## config.mk

```make
export PLATFORM = sky130hd
export DESIGN_NAME = sha256_block_compression_core
export DESIGN_NICKNAME = d
export VERILOG_FILES = /design/src/hdl/sha256bc_pkg.sv /design/src/hdl/sha256_block_compression_core.sv
export VERILOG_INCLUDE_DIRS = /design/src /design/src/hdl
export SDC_FILE = /design/constraint.sdc
export NUM_CORES = 2
export LEC_CHECK = 0
export BUFFER_PORTS_ARGS = -buffer_cell sky130_fd_sc_hd__buf_2
export CORE_AREA = 2 2 450 452
export DETAILED_ROUTE_END_ITERATION = 6
export DIE_AREA = 0 0 452 454
export GPL_ROUTABILITY_DRIVEN = 0
export PLACE_DENSITY_LB_ADDON = 0.15
export REMOVE_ABC_BUFFERS = 1
export SLEW_MARGIN = 20
export SYNTH_ARGS = -nofsm -noshare
export SYNTH_HDL_FRONTEND = slang
export SYNTH_SLANG_ARGS = --single-unit
```

## constraint.sdc

```tcl
create_clock -name aclk -period 14.6 [get_ports aclk]
set_clock_uncertainty 0.1 [all_clocks]
set_input_delay 1.46 -clock aclk [delete_from_list [all_inputs] [get_ports aclk]]
set_output_delay 1.46 -clock aclk [all_outputs]
set_load 0.03 [all_outputs]
```

## src/hdl/assert_macros.svh

```systemverilog
// ----------------------------------------------------------------------------
// Assertion macros
// Concurrent assertion wrappers; they compile to nothing under synthesis.
// ----------------------------------------------------------------------------
`ifndef ASSERT_MACROS_SVH
`define ASSERT_MACROS_SVH

`ifndef SYNTHESIS

// Check that a property holds at every clock edge outside of reset.
`define SBC_ASSERT(name, clk, rst_n, prop) \
    name: assert property (@(posedge clk) disable iff (!rst_n) (prop)) \
        else $error("assertion failed");

// Check that a condition never holds outside of reset.
`define SBC_NEVER(name, clk, rst_n, cond) \
    name: assert property (@(posedge clk) disable iff (!rst_n) !(cond)) \
        else $error("forbidden condition seen");

`else

`define SBC_ASSERT(name, clk, rst_n, prop)
`define SBC_NEVER(name, clk, rst_n, cond)

`endif

`endif

```

## src/hdl/sha256bc_pkg.sv

```systemverilog
// ----------------------------------------------------------------------------
// SHA-256 compression package
// Word type, round constants, initial hash and the sigma functions.
// ----------------------------------------------------------------------------
`default_nettype none

package sha256bc_pkg;

    typedef logic [31:0] word_t;

    localparam int unsigned BLOCK_WORDS  = 16;
    localparam int unsigned ROUND_COUNT  = 64;
    localparam int unsigned DIGEST_WORDS = 8;

    localparam word_t ROUND_K [ROUND_COUNT] = '{
        32'h428a2f98, 32'h71374491, 32'hb5c0fbcf, 32'he9b5dba5,
        32'h3956c25b, 32'h59f111f1, 32'h923f82a4, 32'hab1c5ed5,
        32'hd807aa98, 32'h12835b01, 32'h243185be, 32'h550c7dc3,
        32'h72be5d74, 32'h80deb1fe, 32'h9bdc06a7, 32'hc19bf174,
        32'he49b69c1, 32'hefbe4786, 32'h0fc19dc6, 32'h240ca1cc,
        32'h2de92c6f, 32'h4a7484aa, 32'h5cb0a9dc, 32'h76f988da,
        32'h983e5152, 32'ha831c66d, 32'hb00327c8, 32'hbf597fc7,
        32'hc6e00bf3, 32'hd5a79147, 32'h06ca6351, 32'h14292967,
        32'h27b70a85, 32'h2e1b2138, 32'h4d2c6dfc, 32'h53380d13,
        32'h650a7354, 32'h766a0abb, 32'h81c2c92e, 32'h92722c85,
        32'ha2bfe8a1, 32'ha81a664b, 32'hc24b8b70, 32'hc76c51a3,
        32'hd192e819, 32'hd6990624, 32'hf40e3585, 32'h106aa070,
        32'h19a4c116, 32'h1e376c08, 32'h2748774c, 32'h34b0bcb5,
        32'h391c0cb3, 32'h4ed8aa4a, 32'h5b9cca4f, 32'h682e6ff3,
        32'h748f82ee, 32'h78a5636f, 32'h84c87814, 32'h8cc70208,
        32'h90befffa, 32'ha4506ceb, 32'hbef9a3f7, 32'hc67178f2
    };

    localparam word_t INITIAL_HASH [DIGEST_WORDS] = '{
        32'h6a09e667, 32'hbb67ae85, 32'h3c6ef372, 32'ha54ff53a,
        32'h510e527f, 32'h9b05688c, 32'h1f83d9ab, 32'h5be0cd19
    };

    function automatic word_t rotr(input word_t x, input int unsigned n);
        return (x >> n) | (x << (32 - n));
    endfunction

    function automatic word_t big_sigma0(input word_t x);
        return rotr(x, 2) ^ rotr(x, 13) ^ rotr(x, 22);
    endfunction

    function automatic word_t big_sigma1(input word_t x);
        return rotr(x, 6) ^ rotr(x, 11) ^ rotr(x, 25);
    endfunction

    function automatic word_t small_sigma0(input word_t x);
        return rotr(x, 7) ^ rotr(x, 18) ^ (x >> 3);
    endfunction

    function automatic word_t small_sigma1(input word_t x);
        return rotr(x, 17) ^ rotr(x, 19) ^ (x >> 10);
    endfunction

endpackage

`default_nettype wire

```

## src/hdl/sha256_block_compression_core.sv

```systemverilog
// ----------------------------------------------------------------------------
// SHA-256 block compression core
// Collects sixteen message words per block, runs 64 rounds on one shared
// round unit, folds the result into the chaining hash and emits the digest.
// ----------------------------------------------------------------------------
// Sequence: a block's sixteenth beat starts the rounds, then a feed-forward
//   step folds them into the hash; after a last block the digest streams out.
// Throughput: one round per cycle on the single round unit; no message beat
//   is taken during the rounds, the feed-forward or the eight digest beats.
// Reset: synchronous, active low; the hash loads the standard initial values,
//   working variables and counters clear, the schedule window is not cleared.
`default_nettype none

`include "assert_macros.svh"

module sha256_block_compression_core
    import sha256bc_pkg::*;
(
    input  wire logic        aclk,
    input  wire logic        aresetn,

    input  wire logic        s_valid,
    output logic             s_ready,
    input  wire logic [31:0] s_message_word,
    input  wire logic        s_first_block,
    input  wire logic        s_last_block,

    output logic             m_valid,
    input  wire logic        m_ready,
    output logic [31:0]      m_digest_word,
    output logic [2:0]       m_digest_index,
    output logic             m_digest_last
);

    // Sequencer states.
    localparam logic [1:0] ST_LOAD  = 2'd0;  // take message beats
    localparam logic [1:0] ST_ROUND = 2'd1;  // one compression round per cycle
    localparam logic [1:0] ST_FEED  = 2'd2;  // add working vars into the hash
    localparam logic [1:0] ST_EMIT  = 2'd3;  // stream out the digest

    logic [1:0] state_reg, state_next;
    logic [3:0] word_cnt_reg, word_cnt_next;
    logic [5:0] round_cnt_reg, round_cnt_next;
    logic [2:0] out_idx_reg, out_idx_next;
    logic       last_reg, last_next;

    word_t hash_reg [DIGEST_WORDS];
    word_t hash_next [DIGEST_WORDS];
    word_t work_reg [DIGEST_WORDS];
    word_t work_next [DIGEST_WORDS];

    // Rolling schedule window: entry 0 is W[t], entry 15 is W[t+15].
    word_t win_reg [BLOCK_WORDS];
    word_t win_next [BLOCK_WORDS];

    logic s_fire;
    logic m_fire;

    // Round unit and schedule expansion.
    word_t t1;
    word_t t2;
    word_t ch;
    word_t maj;
    word_t sched_new;

    assign s_ready = (state_reg == ST_LOAD);
    assign m_valid = (state_reg == ST_EMIT);
    assign s_fire  = s_valid && s_ready;
    assign m_fire  = m_valid && m_ready;

    assign m_digest_word  = hash_reg[out_idx_reg];
    assign m_digest_index = out_idx_reg;
    assign m_digest_last  = (out_idx_reg == 3'(DIGEST_WORDS - 1));

    // work: a=0 b=1 c=2 d=3 e=4 f=5 g=6 h=7
    assign ch  = (work_reg[4] & work_reg[5]) ^ (~work_reg[4] & work_reg[6]);
    assign maj = (work_reg[0] & work_reg[1]) ^ (work_reg[0] & work_reg[2])
               ^ (work_reg[1] & work_reg[2]);
    assign t1  = work_reg[7] + big_sigma1(work_reg[4]) + ch
               + ROUND_K[round_cnt_reg] + win_reg[0];
    assign t2  = big_sigma0(work_reg[0]) + maj;

    // W[t+16] from the current window; values computed from round 48 on go unused.
    assign sched_new = small_sigma1(win_reg[14]) + win_reg[9]
                     + small_sigma0(win_reg[1]) + win_reg[0];

    always_comb begin
        state_next     = state_reg;
        word_cnt_next  = word_cnt_reg;
        round_cnt_next = round_cnt_reg;
        out_idx_next   = out_idx_reg;
        last_next      = last_reg;
        for (int i = 0; i < DIGEST_WORDS; i++) begin
            hash_next[i] = hash_reg[i];
            work_next[i] = work_reg[i];
        end
        for (int i = 0; i < BLOCK_WORDS; i++) begin
            win_next[i] = win_reg[i];
        end

        case (state_reg)
            ST_LOAD: begin
                if (s_fire) begin
                    // Shift the new beat into the top of the window.
                    for (int i = 0; i < BLOCK_WORDS - 1; i++) begin
                        win_next[i] = win_reg[i + 1];
                    end
                    win_next[BLOCK_WORDS - 1] = s_message_word;
                    word_cnt_next = word_cnt_reg + 4'd1;
                    // First-block flag counts only on a block's first beat.
                    if (word_cnt_reg == 4'd0 && s_first_block) begin
                        for (int i = 0; i < DIGEST_WORDS; i++) begin
                            hash_next[i] = INITIAL_HASH[i];
                        end
                    end
                    // Sixteenth beat: seed a..h and start the rounds.
                    if (word_cnt_reg == 4'(BLOCK_WORDS - 1)) begin
                        last_next      = s_last_block;
                        round_cnt_next = '0;
                        for (int i = 0; i < DIGEST_WORDS; i++) begin
                            work_next[i] = hash_reg[i];
                        end
                        state_next = ST_ROUND;
                    end
                end
            end
            ST_ROUND: begin
                work_next[7] = work_reg[6];
                work_next[6] = work_reg[5];
                work_next[5] = work_reg[4];
                work_next[4] = work_reg[3] + t1;
                work_next[3] = work_reg[2];
                work_next[2] = work_reg[1];
                work_next[1] = work_reg[0];
                work_next[0] = t1 + t2;
                // Advance the schedule window by one word.
                for (int i = 0; i < BLOCK_WORDS - 1; i++) begin
                    win_next[i] = win_reg[i + 1];
                end
                win_next[BLOCK_WORDS - 1] = sched_new;
                round_cnt_next = round_cnt_reg + 6'd1;
                if (round_cnt_reg == 6'(ROUND_COUNT - 1)) begin
                    state_next = ST_FEED;
                end
            end
            ST_FEED: begin
                for (int i = 0; i < DIGEST_WORDS; i++) begin
                    hash_next[i] = hash_reg[i] + work_reg[i];
                end
                out_idx_next = '0;
                state_next   = last_reg ? ST_EMIT : ST_LOAD;
            end
            ST_EMIT: begin
                if (m_fire) begin
                    out_idx_next = out_idx_reg + 3'd1;
                    if (out_idx_reg == 3'(DIGEST_WORDS - 1)) begin
                        state_next = ST_LOAD;
                    end
                end
            end
            default: begin
                state_next = ST_LOAD;
            end
        endcase
    end

    always_ff @(posedge aclk) begin
        if (!aresetn) begin
            state_reg     <= ST_LOAD;
            word_cnt_reg  <= '0;
            round_cnt_reg <= '0;
            out_idx_reg   <= '0;
            last_reg      <= 1'b0;
            for (int i = 0; i < DIGEST_WORDS; i++) begin
                hash_reg[i] <= INITIAL_HASH[i];
                work_reg[i] <= '0;
            end
        end else begin
            state_reg     <= state_next;
            word_cnt_reg  <= word_cnt_next;
            round_cnt_reg <= round_cnt_next;
            out_idx_reg   <= out_idx_next;
            last_reg      <= last_next;
            for (int i = 0; i < DIGEST_WORDS; i++) begin
                hash_reg[i] <= hash_next[i];
                work_reg[i] <= work_next[i];
            end
        end
    end

    // Schedule window holds payload only; no reset.
    always_ff @(posedge aclk) begin
        for (int i = 0; i < BLOCK_WORDS; i++) begin
            win_reg[i] <= win_next[i];
        end
    end

    // Input and output sides are never open together.
    `SBC_NEVER(a_ready_and_valid, aclk, aresetn, s_ready && m_valid)
    // The sixteenth beat starts round zero.
    `SBC_ASSERT(a_block_starts_rounds, aclk, aresetn, (s_fire && word_cnt_reg == 4'd15) |=> (state_reg == ST_ROUND && round_cnt_reg == 6'd0))
    // The final round hands over to the feed-forward state.
    `SBC_ASSERT(a_rounds_end, aclk, aresetn, (state_reg == ST_ROUND && round_cnt_reg == 6'd63) |=> (state_reg == ST_FEED))
    // No digest beat follows the one marked last.
    `SBC_ASSERT(a_digest_closes, aclk, aresetn, (m_fire && m_digest_last) |=> (!m_valid && word_cnt_reg == 4'd0))

endmodule

`default_nettype wire

```

==> results.cfg <==
[finish]
n_antenna_cell = 0
mostFrequentLayoutCells = nand2_1, nor2_1, dfxtp_1, edfxtp_1, a21oi_1
drive_gt1_share_pct = 7.764
area_growth_pct = 11.06
final_common_cell = nand2_1
fill_cells = 20070
layout.nets = 7416
largest_reg_flops = 512
final_util_pct = 36.30

[global_route]
grt_pass1_wl_um = 338700
grt.met1_usage_pct = 29.23
grt_usage_pct = 21.91
grt_max_degree = 182
met3_usage_pct = 2.830
grt_pass1_vias = 50660
grt_overflow = 0
busiest_layer = met2
grt_use_met2_pct = 35.86
antenna_found_initial = 3

[setup_path]
critical_path.top_delay_family = adder cells
crit_arrival_ns = 10.93
critPathSlowestCell = ha_1
cp.buffers_inverters = 7
criticalPathCategory = flip-flop to flip-flop
start_kind = flip-flop
max_stage_delay_ns = 0.80
crit_top_cell = inv_1
required_ns = 15.11
cp_max_fo = 32
endpoint_kind = flip-flop

[die]
die_height_um = 454
initial_core_util_pct = 32.69
pin_count = 76
die-width_um = 452
num_rows = 165
coreArea_mm2 = 0.2009
die_area_mm2 = 0.2052

[detailed_routing]
drc = 0
routed_wl_um = 229800
viasPerCell = 5.464
drt_iter0_drc = 4894
drt_pass1_iterations = 6
postRouteAntennaNets = 0
num_vias = 52260
routedWlPerCell_um = 24.03

[power]
ir_drop_mv = 0.09670
power_density_mw_per_mm2 = 104.0
leakage_nw = 28.88
p_total_mw = 7.580

[synthesis]
synth_warnings = 0
seq_area_frac_synth_pct = 39.61
yosys_register_bits = 1043
synth_edf_count = 512
synthFlopType = dfxtp_1
synthCells = 6907
avgSynthCellArea_um2 = 9.506
async_flop_share_pct = 0
syn_area_mm2 = 0.06566
synth_cell_types = 88

[cts]
ctsResizeCount = 0
path_clk_slew_ns = 0.08
cts.path.max_buffers = 3
htree_levels = 3
cts_tree = built
numClockSinks = 1043
cts-root-buf = clkbuf_16
insertion_delay_ns = 0.77
cts_hold_buf = 0
cts_setup_buffers = 0
cts_buffers = 121

[timing]
whs_ns = 0.2904
timing.fmax_ghz = 0.09599
tightestPinTransition_ns = 1.082
fin_crit_sh_pct = 71.35
setup_tns_ns = 0
setup_viol = 0
hold_viol = 0
rsz0062_at_grt = no
slew_headroom_pct = 27.86
slew_viol_final = 0
fin_crit_ns = 10.42

[placement]
hpwl_um = 165900
portBuffers = 75

[status]
outcome = completed

[worst_hold_path]
hp-class = flip-flop to flip-flop

[run]
maxCapViolCount = 0
-- area by class of cell --
cell class | count | area [µm²] | area share (%)
multi-input combinational | 5128 | 36990 | 50.73
clock buffer | 161 | 3328 | 4.564
clock inverter | 64 | 914.6 | 1.254
timing repair buffer | 160 | 1054 | 1.445
sequential | 1043 | 26030 | 35.69
inverter | 335 | 1265 | 1.735
tap | 2672 | 3343 | 4.585
-- per-stage QoR --
step / cell area (µm²) / cells / setup WS, ns
finish: 72920 / 9563 / 4.182
global route: 72920 / 9563 / 3.427
detailed placement: 68680 / 9338 / 4.248
global placement: 68680 / 9338 / 4.370
floorplan: 64150 / 6506 / -24.11
CTS: 72920 / 9563 / 4.220
-- worst paths after layout --
kind | startpoint | endpoint | slack, ns | cells past startpoint
hold / removal | win_reg[0][201]$_DFFE_PP_ | win_reg[0][169]$_DFFE_PP_ | 0.29 | 0
setup reg to reg | round_cnt_reg[0]$_SDFFE_PN0P_ | work_reg[0][31]$_SDFFE_PN0P_ | 4.18 | 39
hold reg to reg | win_reg[0][201]$_DFFE_PP_ | win_reg[0][169]$_DFFE_PP_ | 0.29 | 0
setup / recovery | round_cnt_reg[0]$_SDFFE_PN0P_ | work_reg[0][31]$_SDFFE_PN0P_ | 4.18 | 39
-- synthesized netlist by cell type (35+ instances only) --
cell type,number,area share (%)
nand2_1,874,5.0
nor2_1,618,3.5
dfxtp_1,531,16
edfxtp_1,512,23
a21oi_1,438,3.3
ha_1,394,7.5
xnor2_1,391,5.2
clkbuf_1,365,2.1
o21ai_0,355,2.7
inv_1,334,1.9
a311oi_1,237,3.2
a21o_1,197,2.3
fa_1,195,5.9
xor2_1,167,2.2
nand3_1,125,0.95
nor3_1,113,0.86
mux4_2,72,2.5
o21a_1,65,0.74
nand2b_1,59,0.56
o21ai_1,57,0.43
mux2_2,53,0.91
o211ai_1,53,0.61
a211oi_1,52,0.59
o22ai_1,51,0.49
o21bai_1,44,0.50
nor2b_1,42,0.40
a31oi_1,41,0.39
o31ai_1,39,0.45
a22oi_1,38,0.43
buf_1,35,0.20
-- kinds of logic after synthesis --
kind of cell | after synthesis | share of synthesized area [%]
buf+inv | 736 | 4.210
compound gates | 1838 | 18.58
fa+ha+maj | 591 | 13.48
mux | 151 | 3.775
xor+xnor | 558 | 7.443
simple gates | 1990 | 12.90
flops | 1043 | 39.61
-- where the power goes --
part,leakage (nW),total (mW),switching [mW],internal (mW)
clock network,2.08,3.29,1.32,1.97
logic,17.5,1.07,0.664,0.404
registers,9.30,3.22,0.0577,3.17
-- layer usage --
metal | wire length, µm | vias to the layer above
li1 | - | 24600
met1 | 102200 | 25760
met2 | 106500 | 1493
met3 | 10900 | 400
met4 | 10170 | 2
met5 | 13 | -
-- worst reg2reg max path: cells and delay by family (launching register included) --
family / cells / cell delay (ns)
buf+inv: 7 / 1.10
simple gates: 6 / 1.15
compound gates: 15 / 3.33
mux: 1 / 0.21
xor+xnor: 2 / 0.54
flops: 1 / 0.32
fa+ha+maj: 8 / 3.51
(Power assumes the default switching activity.)
